**src/design/pwm_period_duty_measure_assert.svh**
```systemverilog
// Assertion macros shared by the measurement block.
`ifndef PWM_PERIOD_DUTY_MEASURE_ASSERT_SVH
`define PWM_PERIOD_DUTY_MEASURE_ASSERT_SVH

`ifndef SYNTHESIS
`define PDM_ASSERT(lbl, clk, rst_n, prop, msg) \
    lbl: assert property (@(posedge clk) disable iff (!rst_n) (prop)) else $error(msg);
`define PDM_ASSERT_NEVER(lbl, clk, rst_n, expr, msg) \
    lbl: assert property (@(posedge clk) disable iff (!rst_n) !(expr)) else $error(msg);
`else
`define PDM_ASSERT(lbl, clk, rst_n, prop, msg)
`define PDM_ASSERT_NEVER(lbl, clk, rst_n, expr, msg)
`endif

`endif

```
**src/design/pwm_pdm_pkg.sv**
```systemverilog
`timescale 1ns / 1ps
`default_nettype none

package pwm_pdm_pkg;

    localparam int STAMP_BITS = 16;
    localparam int PERIOD_BITS = 17;
    localparam int DUTY_BITS = 7;
    localparam int SHIFT_BITS = 3;

    localparam logic [DUTY_BITS-1:0] PCT_SCALE = 7'd100;
    localparam logic [SHIFT_BITS-1:0] DIV_TOP_SHIFT = 3'd6;

    typedef enum logic [1:0] {
        ST_IDLE,
        ST_MUL,
        ST_DIV,
        ST_DONE
    } t_state;

    typedef enum logic [1:0] {
        PH_IDLE = 2'd0,
        PH_HIGH = 2'd1,
        PH_LOW  = 2'd2
    } t_phase;

    typedef struct packed {
        logic cap_rise;
        logic cap_fall;
        logic load_meas;
        logic start_div;
        logic div_step;
        logic load_out;
    } t_dp_cmd;

    typedef struct packed {
        logic div_last;
    } t_dp_stat;

endpackage

`default_nettype wire

```
**src/design/pwm_period_duty_measure.sv**
```systemverilog
// PWM period and duty measurement. Each input transaction is one captured edge
// (timer stamp plus polarity). The block waits for rising, falling, then the
// next rising edge; edges of the wrong polarity are dropped. The closing rising
// edge yields one result transaction (period, high time, truncated duty percent,
// zero-period flag) and also opens the next measurement. Differences are taken
// modulo 2^COUNTER_BITS, so one timer wrap between edges is handled. A
// non-closing edge is accepted without stalling the input. A closing edge
// stalls the input after its acceptance until its result is loaded: latch
// the differences, multiply high time by 100, run a restoring divider (one
// quotient bit per cycle), then load the output register, which waits while
// the previous result is still waiting there.
`timescale 1ns / 1ps
`default_nettype none

module pwm_period_duty_measure #(
    parameter int COUNTER_BITS = 16
) (
    input  wire logic                                i_clk,
    input  wire logic                                i_rst_n,
    input  wire logic                                i_valid,
    output logic                                     o_stall,
    input  wire logic [pwm_pdm_pkg::STAMP_BITS-1:0]  i_edge_stamp,
    input  wire logic                                i_edge_rising,
    output logic                                     o_valid,
    input  wire logic                                i_stall,
    output logic [pwm_pdm_pkg::PERIOD_BITS-1:0]      o_period_ticks,
    output logic [pwm_pdm_pkg::DUTY_BITS-1:0]        o_duty_percent,
    output logic [pwm_pdm_pkg::STAMP_BITS-1:0]       o_pulse_ticks,
    output logic                                     o_zero_period
);

    pwm_pdm_pkg::t_dp_cmd cmd;
    pwm_pdm_pkg::t_dp_stat stat;

    pwm_pdm_ctrl u_ctrl (
        .i_clk         (i_clk),
        .i_rst_n       (i_rst_n),
        .i_valid       (i_valid),
        .i_edge_rising (i_edge_rising),
        .o_stall       (o_stall),
        .o_valid       (o_valid),
        .i_stall       (i_stall),
        .o_cmd         (cmd),
        .i_stat        (stat)
    );

    pwm_pdm_dp #(
        .COUNTER_BITS (COUNTER_BITS)
    ) u_dp (
        .i_clk          (i_clk),
        .i_rst_n        (i_rst_n),
        .i_edge_stamp   (i_edge_stamp),
        .i_cmd          (cmd),
        .o_stat         (stat),
        .o_period_ticks (o_period_ticks),
        .o_duty_percent (o_duty_percent),
        .o_pulse_ticks  (o_pulse_ticks),
        .o_zero_period  (o_zero_period)
    );

endmodule

`default_nettype wire

```
**src/design/pwm_pdm_dp.sv**
```systemverilog
`timescale 1ns / 1ps
`default_nettype none

module pwm_pdm_dp #(
    parameter int COUNTER_BITS = 16
) (
    input  wire logic                                  i_clk,
    input  wire logic                                  i_rst_n,
    input  wire logic [pwm_pdm_pkg::STAMP_BITS-1:0]    i_edge_stamp,
    input  wire pwm_pdm_pkg::t_dp_cmd                  i_cmd,
    output pwm_pdm_pkg::t_dp_stat                      o_stat,
    output logic [pwm_pdm_pkg::PERIOD_BITS-1:0]        o_period_ticks,
    output logic [pwm_pdm_pkg::DUTY_BITS-1:0]          o_duty_percent,
    output logic [pwm_pdm_pkg::STAMP_BITS-1:0]         o_pulse_ticks,
    output logic                                       o_zero_period
);

    localparam int W = COUNTER_BITS;
    localparam int NUM_BITS = W + pwm_pdm_pkg::DUTY_BITS;

    logic [W-1:0] stamp_w;
    logic [W-1:0] high_w;
    logic [W-1:0] low_w;
    logic [W-1:0] r_rise;
    logic [W-1:0] r_fall;
    logic [W-1:0] r_high;
    logic [W:0] r_period;
    logic [NUM_BITS-1:0] r_num;
    logic [pwm_pdm_pkg::DUTY_BITS-1:0] r_quo;
    logic [pwm_pdm_pkg::SHIFT_BITS-1:0] r_k;
    logic [NUM_BITS:0] divisor_sh;
    logic [NUM_BITS:0] trial;
    logic fits;
    logic period_zero;

    logic [pwm_pdm_pkg::PERIOD_BITS-1:0] r_period_out;
    logic [pwm_pdm_pkg::DUTY_BITS-1:0] r_duty_out;
    logic [pwm_pdm_pkg::STAMP_BITS-1:0] r_pulse_out;
    logic r_zero_out;

    assign stamp_w = W'(i_edge_stamp);
    assign high_w = r_fall - r_rise;
    assign low_w = stamp_w - r_fall;

    assign divisor_sh = (NUM_BITS + 1)'(r_period) << r_k;
    assign trial = {1'b0, r_num} - divisor_sh;
    assign fits = !trial[NUM_BITS];
    assign period_zero = (r_period == '0);

    assign o_stat.div_last = (r_k == '0);

    always_ff @(posedge i_clk) begin
        if (!i_rst_n) begin
            r_rise <= '0;
            r_fall <= '0;
        end else begin
            if (i_cmd.cap_rise || i_cmd.load_meas) begin
                r_rise <= stamp_w;
            end
            if (i_cmd.cap_fall) begin
                r_fall <= stamp_w;
            end
        end
    end

    always_ff @(posedge i_clk) begin
        if (i_cmd.load_meas) begin
            r_high <= high_w;
            r_period <= (W + 1)'(high_w) + (W + 1)'(low_w);
        end
        if (i_cmd.start_div) begin
            r_num <= NUM_BITS'(r_high) * NUM_BITS'(pwm_pdm_pkg::PCT_SCALE);
            r_quo <= '0;
            r_k <= pwm_pdm_pkg::DIV_TOP_SHIFT;
        end else if (i_cmd.div_step) begin
            if (fits) begin
                r_num <= trial[NUM_BITS-1:0];
            end
            r_quo <= {r_quo[pwm_pdm_pkg::DUTY_BITS-2:0], fits};
            r_k <= r_k - 1'b1;
        end
        if (i_cmd.load_out) begin
            r_period_out <= pwm_pdm_pkg::PERIOD_BITS'(r_period);
            r_pulse_out <= pwm_pdm_pkg::STAMP_BITS'(r_high);
            r_duty_out <= period_zero ? '0 : r_quo;
            r_zero_out <= period_zero;
        end
    end

    assign o_period_ticks = r_period_out;
    assign o_duty_percent = r_duty_out;
    assign o_pulse_ticks = r_pulse_out;
    assign o_zero_period = r_zero_out;

endmodule

`default_nettype wire

```
**src/design/pwm_pdm_ctrl.sv**
```systemverilog
`timescale 1ns / 1ps
`default_nettype none
`include "pwm_period_duty_measure_assert.svh"

module pwm_pdm_ctrl (
    input  wire logic                  i_clk,
    input  wire logic                  i_rst_n,
    input  wire logic                  i_valid,
    input  wire logic                  i_edge_rising,
    output logic                       o_stall,
    output logic                       o_valid,
    input  wire logic                  i_stall,
    output pwm_pdm_pkg::t_dp_cmd       o_cmd,
    input  wire pwm_pdm_pkg::t_dp_stat i_stat
);

    pwm_pdm_pkg::t_state r_state;
    pwm_pdm_pkg::t_state n_state;
    pwm_pdm_pkg::t_phase r_phase;
    pwm_pdm_pkg::t_phase n_phase;
    logic r_out_valid;
    logic n_out_valid;
    logic out_free;

    assign out_free = !r_out_valid || !i_stall;

    always_ff @(posedge i_clk) begin
        if (!i_rst_n) begin
            r_state <= pwm_pdm_pkg::ST_IDLE;
            r_phase <= pwm_pdm_pkg::PH_IDLE;
            r_out_valid <= 1'b0;
        end else begin
            r_state <= n_state;
            r_phase <= n_phase;
            r_out_valid <= n_out_valid;
        end
    end

    always_comb begin
        n_state = r_state;
        n_phase = r_phase;
        o_cmd = '0;
        unique case (r_state)
            pwm_pdm_pkg::ST_IDLE: begin
                if (i_valid) begin
                    unique case (r_phase)
                        pwm_pdm_pkg::PH_HIGH: begin
                            if (!i_edge_rising) begin
                                o_cmd.cap_fall = 1'b1;
                                n_phase = pwm_pdm_pkg::PH_LOW;
                            end
                        end
                        pwm_pdm_pkg::PH_LOW: begin
                            if (i_edge_rising) begin
                                o_cmd.load_meas = 1'b1;
                                n_phase = pwm_pdm_pkg::PH_HIGH;
                                n_state = pwm_pdm_pkg::ST_MUL;
                            end
                        end
                        default: begin
                            if (i_edge_rising) begin
                                o_cmd.cap_rise = 1'b1;
                                n_phase = pwm_pdm_pkg::PH_HIGH;
                            end
                        end
                    endcase
                end
            end
            pwm_pdm_pkg::ST_MUL: begin
                o_cmd.start_div = 1'b1;
                n_state = pwm_pdm_pkg::ST_DIV;
            end
            pwm_pdm_pkg::ST_DIV: begin
                o_cmd.div_step = 1'b1;
                if (i_stat.div_last) begin
                    n_state = pwm_pdm_pkg::ST_DONE;
                end
            end
            pwm_pdm_pkg::ST_DONE: begin
                if (out_free) begin
                    o_cmd.load_out = 1'b1;
                    n_state = pwm_pdm_pkg::ST_IDLE;
                end
            end
            default: begin
                n_state = pwm_pdm_pkg::ST_IDLE;
            end
        endcase
    end

    assign n_out_valid = o_cmd.load_out || (r_out_valid && i_stall);

    assign o_stall = (r_state != pwm_pdm_pkg::ST_IDLE);
    assign o_valid = r_out_valid;

    `PDM_ASSERT(a_no_overwrite, i_clk, i_rst_n, o_cmd.load_out |-> out_free, "result overwritten")
    `PDM_ASSERT(a_mul_then_div, i_clk, i_rst_n, (r_state == pwm_pdm_pkg::ST_MUL) |=> (r_state == pwm_pdm_pkg::ST_DIV), "divide did not follow multiply")
    `PDM_ASSERT(a_busy_phase, i_clk, i_rst_n, (r_state != pwm_pdm_pkg::ST_IDLE) |-> (r_phase == pwm_pdm_pkg::PH_HIGH), "busy without reopened period")
    `PDM_ASSERT_NEVER(a_out_from_done, i_clk, i_rst_n, $rose(r_out_valid) && ($past(r_state) != pwm_pdm_pkg::ST_DONE), "result without finished divide")

endmodule

`default_nettype wire

```
**config.mk**
```make
export PLATFORM = sky130hd
export DESIGN_NAME = pwm_period_duty_measure
export DESIGN_NICKNAME = d
export VERILOG_FILES = /design/src/design/pwm_pdm_pkg.sv /design/src/design/pwm_period_duty_measure.sv /design/src/design/pwm_pdm_dp.sv /design/src/design/pwm_pdm_ctrl.sv
export VERILOG_INCLUDE_DIRS = /design/src /design/src/design
export SDC_FILE = /design/constraint.sdc
export NUM_CORES = 1
export LEC_CHECK = 0
export BUFFER_PORTS_ARGS = -buffer_cell sky130_fd_sc_hd__buf_2
export CORE_MARGIN = 2
export CORE_UTILIZATION = 45
export CTS_CLUSTER_SIZE = 16
export DETAILED_ROUTE_END_ITERATION = 6
export GPL_TIMING_DRIVEN = 0
export HOLD_SLACK_MARGIN = 0.15
export REMOVE_ABC_BUFFERS = 1
export SYNTH_ARGS = -nofsm -noshare
export SYNTH_HDL_FRONTEND = slang
export SYNTH_SLANG_ARGS = --single-unit
```
**constraint.sdc**
```tcl
create_clock -name i_clk -period 5.5 [get_ports i_clk]
set_input_delay 1.1 -clock i_clk [delete_from_list [all_inputs] [get_ports i_clk]]
set_output_delay 1.1 -clock i_clk [all_outputs]
set_load 0.03 [all_outputs]
```
==> results.tsv, run 1 <==
stage	metric	value	unit
pwr	Int Pwr	3.06	mW
yosys	Synthesis Warnings	0	
layout	area grow syn2layout	12.0	%
pwr	Sw Ratio	38.2	%
floorplan	row cnt	55	
yosys	Adder-Cell Fraction of Synth Area	18.6	%
drt	drt wl/cell	15.4	um
yosys	post-synth top area share	27.3	%
floorplan	Die Width	156	um
layout	most common cell after layout, fill and taps aside	ha_1	
setup_path	CP Capture Type	flip-flop	
floorplan	die area	24500	sq um
drt	number of detailed-route iterations in the first pass	5	
placement	PortBufs	63	
drt	vias per cell	5.31	
clocking	CTS Sinks	144	
worst_hold_path	Hold Path Class	reg2reg	
timing	final setup fails	0	
drt	routed via count	7614	
global_routing	gr ovfl total	0	
setup_path	Worst setup SP type	flip-flop	
pwr	Switch Pwr	1.90	mW
global_routing	vias in the first global route	7512	
placement	gp weighted congestion	0.843	
layout	layout cells sized above 1	12.3	%
global_routing	GR Util met2	32.1	%
timing	Final Skew	0.00956	ns
drt	DRC Markers	0	
clocking	Num CTS Buffers	17	
layout	fin cells	1435	
global_routing	met1 Usage GRT	25.0	%
timing	RSZ-0062 raised after global routing	false	
layout	nets	1304	
timing	final critical-path required period	5.03	ns
yosys	number of synthesized flops with an enable pin	95	
timing	Final Max Tran Viols	0	
clocking	CTS root buf	clkbuf_16	
global_routing	largest net degree at the start of global routing	39	
setup_path	Worst EP required	5.54	ns
pwr	Pwr per Cell Area	423	nW/um^2
run_status	status	completed	
clocking	CTS Hold Buffers Added	0	
layout	commonest non-fill, non-tap cells in the layout	130 x ha_1, 116 x nand2_1, 106 x inv_1	
floorplan	io pins	64	
drt	number of DRC markers in iteration 0	401	
placement	DP Wirelength	17300	um
run	number of max-cap violations	0	
yosys	Syn Inst Count	1079	
timing	Final Hold Viols	0	
global_routing	busiest grt layer	met2	
placement	placed cells	1403	
pwr	Clk pwr share	24.5	%
setup_path	worst-path maximum fanout	25	
clocking	Clock Latency Late Sink	0.42	ns
clocking	clock slew at reported path FFs	0.06	ns
yosys	mapped cell area	10500	sq um
yosys	FFs w/ async S/R, synth	0	%
layout	n_diodes	0	
clocking	H-tree depth	4	
clocking	Max Buffers Root-to-Sink	2	
timing	setup total negative slack	0	ns
floorplan	Initial Utilization	46.1	%
global_routing	met3 Use GR	2.96	%
drt	ANT nets after route	0	
yosys	Post-Synth XOR/XNOR Area	6.68	%
yosys	mux cell area share after synthesis	3.81	%
clocking	Post-CTS Setup Inserts	0	
yosys	synth unique cells	74	
yosys	post-synthesis average cell area	9.70	sq um
floorplan	Die H	156	um
pwr	Comb pwr share	47.0	%
yosys	main combinational cell family by area after synthesis	adder cells	
yosys	FF+latch count, synth	144	
drt	Post-Route WL	22000	um
setup_path	WS Path Type	reg2reg	
yosys	Compound-Gate Fraction of Synth Area	16.5	%
timing	Worst Max-Slew Pin Slew	1.18	ns
timing	WHS	0.455	ns
pwr	Pleak	4.85	nW
setup_path	CP Data Arrival Time	5.07	ns
clocking	CTS tree	built	
floorplan	area of the core	22700	sq um
pwr	Seq pwr share	28.4	%
yosys	largest area contributor in the netlist	edfxtp_1	
global_routing	initial antenna violation count	0	
yosys	top post-synthesis cells by area	edfxtp_1 27%, ha_1 16%, dfxtp_1 9.4%	
global_routing	first-pass GRT wire length	36500	um
global_routing	aggregate global-route resource usage	18.8	%
timing	fin crit share	91.4	%
clocking	CTS resizes	0	
timing	slew margin rel.	19.4	%
yosys	Post-Synth Simple-Gate Area	12.8	%
yosys	part of the Yosys area used for sequential elements	36.6	%
yosys	Synth Flop Type	edfxtp_1	
timing	Max Fclk	199	MHz
pwr	maximum vdd drop	273	uV
## worst paths after layout
path              startpoint               to  slack (ns)  cells past startpoint
min reg2reg  u_dp.r_rise[10]  u_dp.r_rise[10]        0.46                      2
max reg2reg      u_dp.r_k[0]   u_dp.r_num[16]        0.47                     12
min          u_dp.r_rise[10]  u_dp.r_rise[10]        0.46                      2
max              u_dp.r_k[0]   u_dp.r_num[16]        0.47                     12
## flip-flops by register name, indices dropped and copies added (netlist names)
| name | cells |
|---|---|
| u_dp.o_pulse_ticks | 16 |
| u_dp.r_period | 17 |
| u_ctrl.o_valid | 1 |
| u_dp.r_num | 23 |
| u_dp.r_quo | 7 |
| u_ctrl.r_phase | 2 |
| u_dp.o_zero_period | 1 |
| u_dp.r_rise | 16 |
| u_ctrl.r_state | 2 |
| u_dp.r_fall | 16 |
| u_dp.r_k | 3 |
| u_dp.o_period_ticks | 17 |
| u_dp.r_high | 16 |
| u_dp.o_duty_percent | 7 |
## cell usage after synthesis, drive strengths merged (3+ instances only)
cell type	number
o311ai	3
nand3	12
ha	131
mux2	4
a311o	3
edfxtp	95
a31oi	5
a311oi	4
buf	5
mux2i	26
o41ai	3
and3	10
o22ai	9
nand2	117
o21a	23
a21boi	3
nor4	7
o211ai	5
and2	8
o21bai	9
o21ai	36
o2111ai	5
xnor2	46
o31ai	12
nor2	59
nor3	16
inv	108
a21o	20
xor2	27
fa	15
a21oi	98
clkbuf	21
nand4	4
nand2b	13
mux4	4
or3	10
dfxtp	49
or2	3
nor2b	22
a211oi	14
## stage by stage
stage | utilization (%) | total power, mW | setup WS [ns] | area (sq um)
CTS | 51.6 | 4.99 | 0.510 | 11700
global route | 51.6 | 5.36 | 0.0492 | 11700
floorplan | - | 3.28 | 1.29 | 10400
finish | 51.6 | 4.96 | 0.475 | 11700
global placement | 48.6 | 3.72 | 0.523 | 11000
detailed placement | 48.9 | 3.75 | 0.533 | 11100
## layout make-up
class                      count  area (sq um)
timing repair buffer          65           347
sequential                   144          3830
multi-input combinational    799          6150
tap                          285           357
clock buffer                  19           443
fill                        2131         11000
clock inverter                13           175
inverter                     110           413
## critical path, cell delays in order, from the launching register on
cell and delay [ns]:
dfxtp_1 0.93, inv_1 0.43, nand2_1 0.18, nor2_1 0.05
mux2i_1 0.33, ha_1 0.33, a21o_1 0.18, or3_1 0.34
o2111ai_2 0.25, a21oi_2 0.14, a21oi_4 0.22, xor2_1 0.37
o21a_1 0.88
## cell families (layout without fill, tap and decap cells)
logic type               count (synthesis)  after routing
adder cells (fa/ha/maj)                147            147
XOR/XNOR                                73             73
multiplexers                            34             34
AND/OR/NAND/NOR                        285            285
AO/OA/AOI/OAI                          260            260
flip-flops                             144            144
buffers and inverters                  136            207
## power by group through the flow
stage / registers [mW] / logic, mW / clock network (mW)
finish: 1.41 / 2.33 / 1.22
global route: 1.42 / 2.65 / 1.29
CTS: 1.41 / 2.34 / 1.24
detailed placement: 1.43 / 2.32 / 0
global placement: 1.43 / 2.29 / 0
floorplan: 1.42 / 1.87 / 0
## per-layer routing
metal / wire [um] / part of all wire, %
met3: 634 / 2.9
met5: 0 / 0
met4: 279 / 1.3
met1: 10400 / 47
met2: 10700 / 48
Power figures use the tool's default switching activity.
==> run 2: changes to the inputs <==
--- a/config.mk
+++ b/config.mk
@@ -7,6 +7,8 @@
 export NUM_CORES = 1
 export LEC_CHECK = 0
 export BUFFER_PORTS_ARGS = -buffer_cell sky130_fd_sc_hd__buf_2
+export CAP_MARGIN = 20
+export CORE_ASPECT_RATIO = 1.75
 export CORE_MARGIN = 2
 export CORE_UTILIZATION = 45
 export CTS_CLUSTER_SIZE = 16
==> run 2 against run 1 <==
Effect of this change:
- count of clock-buffer cells in the layout increased by 2
- worst hold slack got worse by 0.0016 ns
- critical path depth unchanged
- sequential power about the same
- register-to-register slack got worse by 0.06 ns
- maximum frequency decreased by 1.2%
- highest routed layer unchanged
- flip-flop and latch count unchanged
==> results.tsv, run 2 (synthesis results as in run 1) <==
stage	metric	value	unit
run_status	status	completed	
floorplan	io pins	64	
drt	Post-Route WL	23500	um
drt	drt wl/cell	16.2	um
layout	fill count	2096	
layout	final core area utilization	51.9	%
timing	Final Hold Viols	0	
pwr	maximum vdd drop	236	uV
timing	final setup fails	0	
clocking	CTS Sinks	144	
clocking	Max Buffers Root-to-Sink	2	
timing	setup total negative slack	0	ns
setup_path	flop2flop setup slack	0.41	ns
clocking	Num CTS Buffers	17	
pwr	Clk pwr share	23.3	%
pwr	Pwr per Cell Area	420	nW/um^2
layout	nets	1309	
layout	most common cell after layout, fill and taps aside	ha_1	
drt	vias per cell	5.38	
timing	RSZ-0062 raised after global routing	false	
floorplan	row cnt	73	
global_routing	gr ovfl total	0	
drt	number of DRC markers in iteration 0	340	
run	number of max-cap violations	0	
layout	n_diodes	0	
layout	max reg flops	23	
setup_path	worst-case reg-to-reg path depth	12	
clocking	H-tree depth	4	
global_routing	vias in the first global route	7977	
pwr	Sw Ratio	39.1	%
floorplan	Initial Utilization	46.0	%
setup_path	CP Capture Type	flip-flop	
drt	ANT nets after route	0	
timing	fin crit share	92.5	%
worst_hold_path	hold path start	u_dp.r_rise[10]	
pwr	Final Power	4.96	mW
setup_path	r2r startpoint	u_dp.r_k[0]	
setup_path	Worst setup SP type	flip-flop	
setup_path	CP Data Arrival Time	5.34	ns
setup_path	RR Endpoint	u_dp.r_num[21]	
floorplan	Die H	206	um
floorplan	area of the core	22700	sq um
placement	DP Wirelength	18800	um
clocking	clock slew at reported path FFs	0.07	ns
floorplan	die area	24500	sq um
global_routing	initial antenna violation count	0	
drt	number of detailed-route iterations in the first pass	5	
pwr	Comb pwr share	48.3	%
timing	slew margin rel.	37.5	%
timing	Max Fclk	197	MHz
drt	DRC Markers	0	
placement	placed cells	1421	
clocking	Clock Latency Late Sink	0.45	ns
pwr	Int Pwr	3.02	mW
pwr	Switch Pwr	1.94	mW
clocking	Post-CTS Setup Inserts	0	
layout	most flop-heavy register	u_dp.r_num	
layout	fin cells	1455	
placement	gp weighted congestion	0.817	
worst_hold_path	Hold Path Class	reg2reg	
global_routing	aggregate global-route resource usage	20.0	%
setup_path	Worst EP required	5.75	ns
timing	Final Max Tran Viols	0	
setup_path	worst-path maximum fanout	25	
placement	PortBufs	63	
clocking	CTS tree	built	
global_routing	largest net degree at the start of global routing	37	
floorplan	Die Width	119	um
global_routing	first-pass GRT wire length	38000	um
pwr	Seq pwr share	28.3	%
layout	layout cells sized above 1	12.6	%
timing	Final Skew	0.00951	ns
timing	Worst Max-Slew Pin Slew	0.937	ns
setup_path	WS Path Type	reg2reg	
timing	final critical-path required period	5.09	ns
layout	commonest non-fill, non-tap cells in the layout	131 x ha_1, 116 x nand2_1, 106 x inv_1	
setup_path	Worst Setup EP	u_dp.r_num[21]	
timing	WHS	0.454	ns
pwr	Pleak	4.86	nW
clocking	CTS root buf	clkbuf_16	
drt	routed via count	7821	
layout	area grow syn2layout	12.8	%
setup_path	CP startpoint	u_dp.r_k[0]	
run 2: cell count changes in the layout (fill, tap and decap cells not counted), sizes merged:
cell	change
inv	-5
clkdlybuf4s18	+1
bufinv	-2
clkbuf	+2
buf	+4
clkinvlp	+6
clkinv	-1
run 2: critical path, stage by stage (launching register included):
cell,delay (ns)
dfxtp_1,0.93
inv_1,0.49
mux2i_1,0.33
mux2i_1,0.18
ha_1,0.36
a21o_1,0.18
or3_1,0.34
o2111ai_2,0.27
a21oi_2,0.16
a21oi_4,0.22
xor2_1,0.56
nand3_1,0.41
o32ai_1,0.44
run 2: layout make-up:
cell class	count	area (sq um)	share of cell area [%]
Clock inverter	11	106	0.901
Timing Repair Buffer	70	450	3.82
Sequential cell	144	3830	32.5
Multi-Input combinational cell	799	6140	52.0
Tap cell	300	375	3.18
Inverter	110	413	3.50
Clock buffer	21	482	4.08
run 2: power by group through the flow:
stage / Sequential [mW] / Clock [mW] / Combinational (mW)
finish: 1.40 / 1.16 / 2.39
floorplan: 1.42 / 0 / 1.87
detailed placement: 1.44 / 0 / 2.36
global route: 1.42 / 1.22 / 2.66
CTS: 1.41 / 1.18 / 2.38
global placement: 1.43 / 0 / 2.31
run 2: how the worst min path moves through the flow:
stage	to	slack, ns	cells after the start
finish	u_dp.r_rise[10]	0.45	2
global route	u_dp.r_rise[11]	0.47	2
CTS	u_dp.r_rise[10]	0.46	2
detailed placement	u_dp.r_rise[10]	0.45	2
global placement	u_dp.r_rise[2]	0.44	2
floorplan	u_dp.r_rise[10]	0.44	2
run 2: timing repair:
action                     4_1_cts  5_1_grt
gates resized for setup          0        1
setup endpoints to repair        0       21
hold buffers                     0        0
run 2: per-stage QoR:
| step | area (sq um) | setup WS [ns] |
|---|---|---|
| 4_1_cts | 11700 | 0.132 |
| 2_1_floorplan | 10400 | 1.29 |
| 3_3_place_gp | 11100 | 0.174 |
| 3_5_place_dp | 11200 | 0.151 |
| 6_report | 11800 | 0.413 |
| 5_1_grt | 11800 | 0.0202 |
run 2: routing by layer:
metal  GRT usage, %  up-vias  part of all wire, %  routed length [um]
met4           9.44        0                  3.1                 721
met2           40.7      104                   58               13700
met1           18.8     3708                   36                8580
met5              0        -                    0                   0
li1               -     3963                    -                   -
met3           3.38       46                  2.4                 574
==> run 3: changes to the inputs <==
--- a/config.mk
+++ b/config.mk
@@ -7,7 +7,7 @@
 export NUM_CORES = 1
 export LEC_CHECK = 0
 export BUFFER_PORTS_ARGS = -buffer_cell sky130_fd_sc_hd__buf_2
-export CAP_MARGIN = 20
+export CAP_MARGIN = 40
 export CORE_ASPECT_RATIO = 1.75
 export CORE_MARGIN = 2
 export CORE_UTILIZATION = 45
@@ -15,6 +15,7 @@
 export DETAILED_ROUTE_END_ITERATION = 6
 export GPL_TIMING_DRIVEN = 0
 export HOLD_SLACK_MARGIN = 0.15
+export MAX_ROUTING_LAYER = met4
 export REMOVE_ABC_BUFFERS = 1
 export SYNTH_ARGS = -nofsm -noshare
 export SYNTH_HDL_FRONTEND = slang
==> run 3 against run 2 <==
Effect of this change:
- count of clock-buffer cells in the layout is 3 lower
- flip-flop and latch count unchanged
- largest cell class unchanged
- clock skew is 0.0022 ns higher
- worst setup slack better by 0.12 ns
- critical endpoint unchanged
==> results.tsv, run 3 (synthesis results as in run 1) <==
stage	metric	value	unit
clocking	CTS Sinks	144	
global_routing	vias in the first global route	7936	
timing	RSZ-0062 raised after global routing	false	
layout	most common cell after layout, fill and taps aside	ha_1	
clocking	CTS root buf	clkbuf_16	
timing	final worst slack	0.536	ns
run	number of max-cap violations	0	
floorplan	row cnt	73	
setup_path	Worst EP required	5.74	ns
setup_path	CP startpoint	u_dp.r_k[2]	
layout	nets	1311	
layout	Design Area, Final	11800	sq um
worst_hold_path	Hold Path Class	reg2reg	
layout	max reg flops	23	
layout	n_diodes	0	
placement	Post-Place Setup Slack	0.664	ns
placement	PortBufs	63	
clocking	H-tree depth	4	
setup_path	WS Path Type	reg2reg	
floorplan	Die Width	119	um
clocking	CTS resizes	0	
placement	gp weighted congestion	0.830	
setup_path	worst-path maximum fanout	17	
floorplan	io pins	64	
global_routing	gr ovfl total	0	
floorplan	Initial Utilization	46.0	%
placement	DP Wirelength	18900	um
clocking	Num CTS Buffers	17	
placement	placed cells	1425	
layout	fill count	2088	
timing	final setup fails	0	
pwr	Pwr per Cell Area	421	nW/um^2
global_routing	initial antenna violation count	0	
timing	Worst Max-Slew Pin Slew	0.875	ns
clocking	Post-CTS Setup Inserts	0	
setup_path	RR Endpoint	u_dp.r_num[21]	
clocking	clock slew at reported path FFs	0.07	ns
clocking	CTS tree	built	
setup_path	r2r startpoint	u_dp.r_k[2]	
global_routing	aggregate global-route resource usage	20.6	%
layout	area grow syn2layout	12.7	%
pwr	maximum vdd drop	229	uV
setup_path	worst-case reg-to-reg path depth	11	
timing	Final Skew	0.0117	ns
timing	Final Max Tran Viols	0	
floorplan	die area	24500	sq um
setup_path	CP Capture Type	flip-flop	
drt	Post-Route WL	23300	um
clocking	Max Buffers Root-to-Sink	2	
layout	fin cells	1457	
setup_path	Worst setup SP type	flip-flop	
clocking	Clock Latency Late Sink	0.45	ns
setup_path	flop2flop setup slack	0.54	ns
placement	Placed Area	11200	sq um
timing	Max Fclk	201	MHz
timing	final critical-path required period	4.96	ns
global_routing	largest net degree at the start of global routing	34	
drt	number of detailed-route iterations in the first pass	4	
clocking	CTS Hold Buffers Added	0	
layout	Multi-input gate area	6140	sq um
global_routing	first-pass GRT wire length	38500	um
layout	layout cells sized above 1	12.6	%
floorplan	area of the core	22700	sq um
timing	fin crit share	90.2	%
timing	setup total negative slack	0	ns
drt	DRC Markers	0	
drt	ANT nets after route	0	
timing	WHS	0.453	ns
timing	slew margin rel.	41.5	%
drt	vias per cell	5.32	
layout	FF+latch area	3830	sq um
layout	commonest non-fill, non-tap cells in the layout	131 x ha_1, 116 x nand2_1, 106 x inv_1	
floorplan	Die H	206	um
drt	drt wl/cell	16.0	um
drt	routed via count	7745	
setup_path	Worst Setup EP	u_dp.r_num[21]	
timing	Final Hold Viols	0	
run_status	status	completed	
pwr	Pleak	4.88	nW
setup_path	CP Data Arrival Time	5.21	ns
drt	number of DRC markers in iteration 0	282	
layout	most flop-heavy register	u_dp.r_num	
## run 3: changes by cell type in the layout (fill, tap and decap cells not counted)
cell / change
clkbuf_16: -1
inv_6: +5
o21a_2: -1
buf_8: +4
clkbuf_8: -2
o21a_1: +1
clkinvlp_4: -4
clkinv_2: +1
bufinv_16: +1
buf_6: -1
buf_4: +1
buf_16: -2
## run 3: worst min path at each step
stage,slack (ns),start,cells past startpoint,to
floorplan,0.44,u_dp.r_rise[10],2,u_dp.r_rise[10]
global placement,0.44,u_dp.r_rise[2],2,u_dp.r_rise[2]
detailed placement,0.45,u_dp.r_rise[10],2,u_dp.r_rise[10]
CTS,0.46,u_dp.r_rise[10],2,u_dp.r_rise[10]
global route,0.47,u_dp.r_rise[11],2,u_dp.r_rise[11]
finish,0.45,u_dp.r_rise[10],2,u_dp.r_rise[10]
## run 3: cell type report
cell class / instances / share of cell area (%)
multi-input cells: 799 / 52.0
flip-flops and latches: 144 / 32.5
repair buffers: 72 / 3.83
clock buffers: 18 / 3.64
inverters: 110 / 3.50
well taps: 300 / 3.18
clock inverters: 14 / 1.32
## run 3: power breakdown
part | total (mW) | switching (mW) | internal, mW
combinational | 2.41 | 1.39 | 1.02
sequential | 1.38 | 0.0516 | 1.33
clock | 1.17 | 0.492 | 0.675
total | 4.96 | 1.94 | 3.02
## run 3: metrics by stage
step	utilization [%]	total power [mW]
floorplan	-	3.28
global placement	48.6	3.74
detailed placement	49.3	3.81
CTS	51.9	5.00
global route	51.9	5.32
finish	51.9	4.96
## run 3: critical path: stages, from the launching register on
cell      delay, ns
dfxtp_1        0.81
clkinv_1       0.73
mux2i_1        0.36
ha_1           0.31
a21oi_1        0.33
o21ai_0        0.23
a21oi_1        0.21
o21ai_1        0.11
a21oi_4        0.18
xor2_1         0.60
nand3_1        0.44
o32ai_1        0.44
## run 3: layer usage
layer / vias to the layer above / routed length (um) / track usage, %
li1: 3973 / - / -
met1: 3626 / 8490 / 19.4
met2: 113 / 13600 / 41.0
met3: 33 / 582 / 3.41
met4: 0 / 622 / 7.91
met5: - / 0 / -
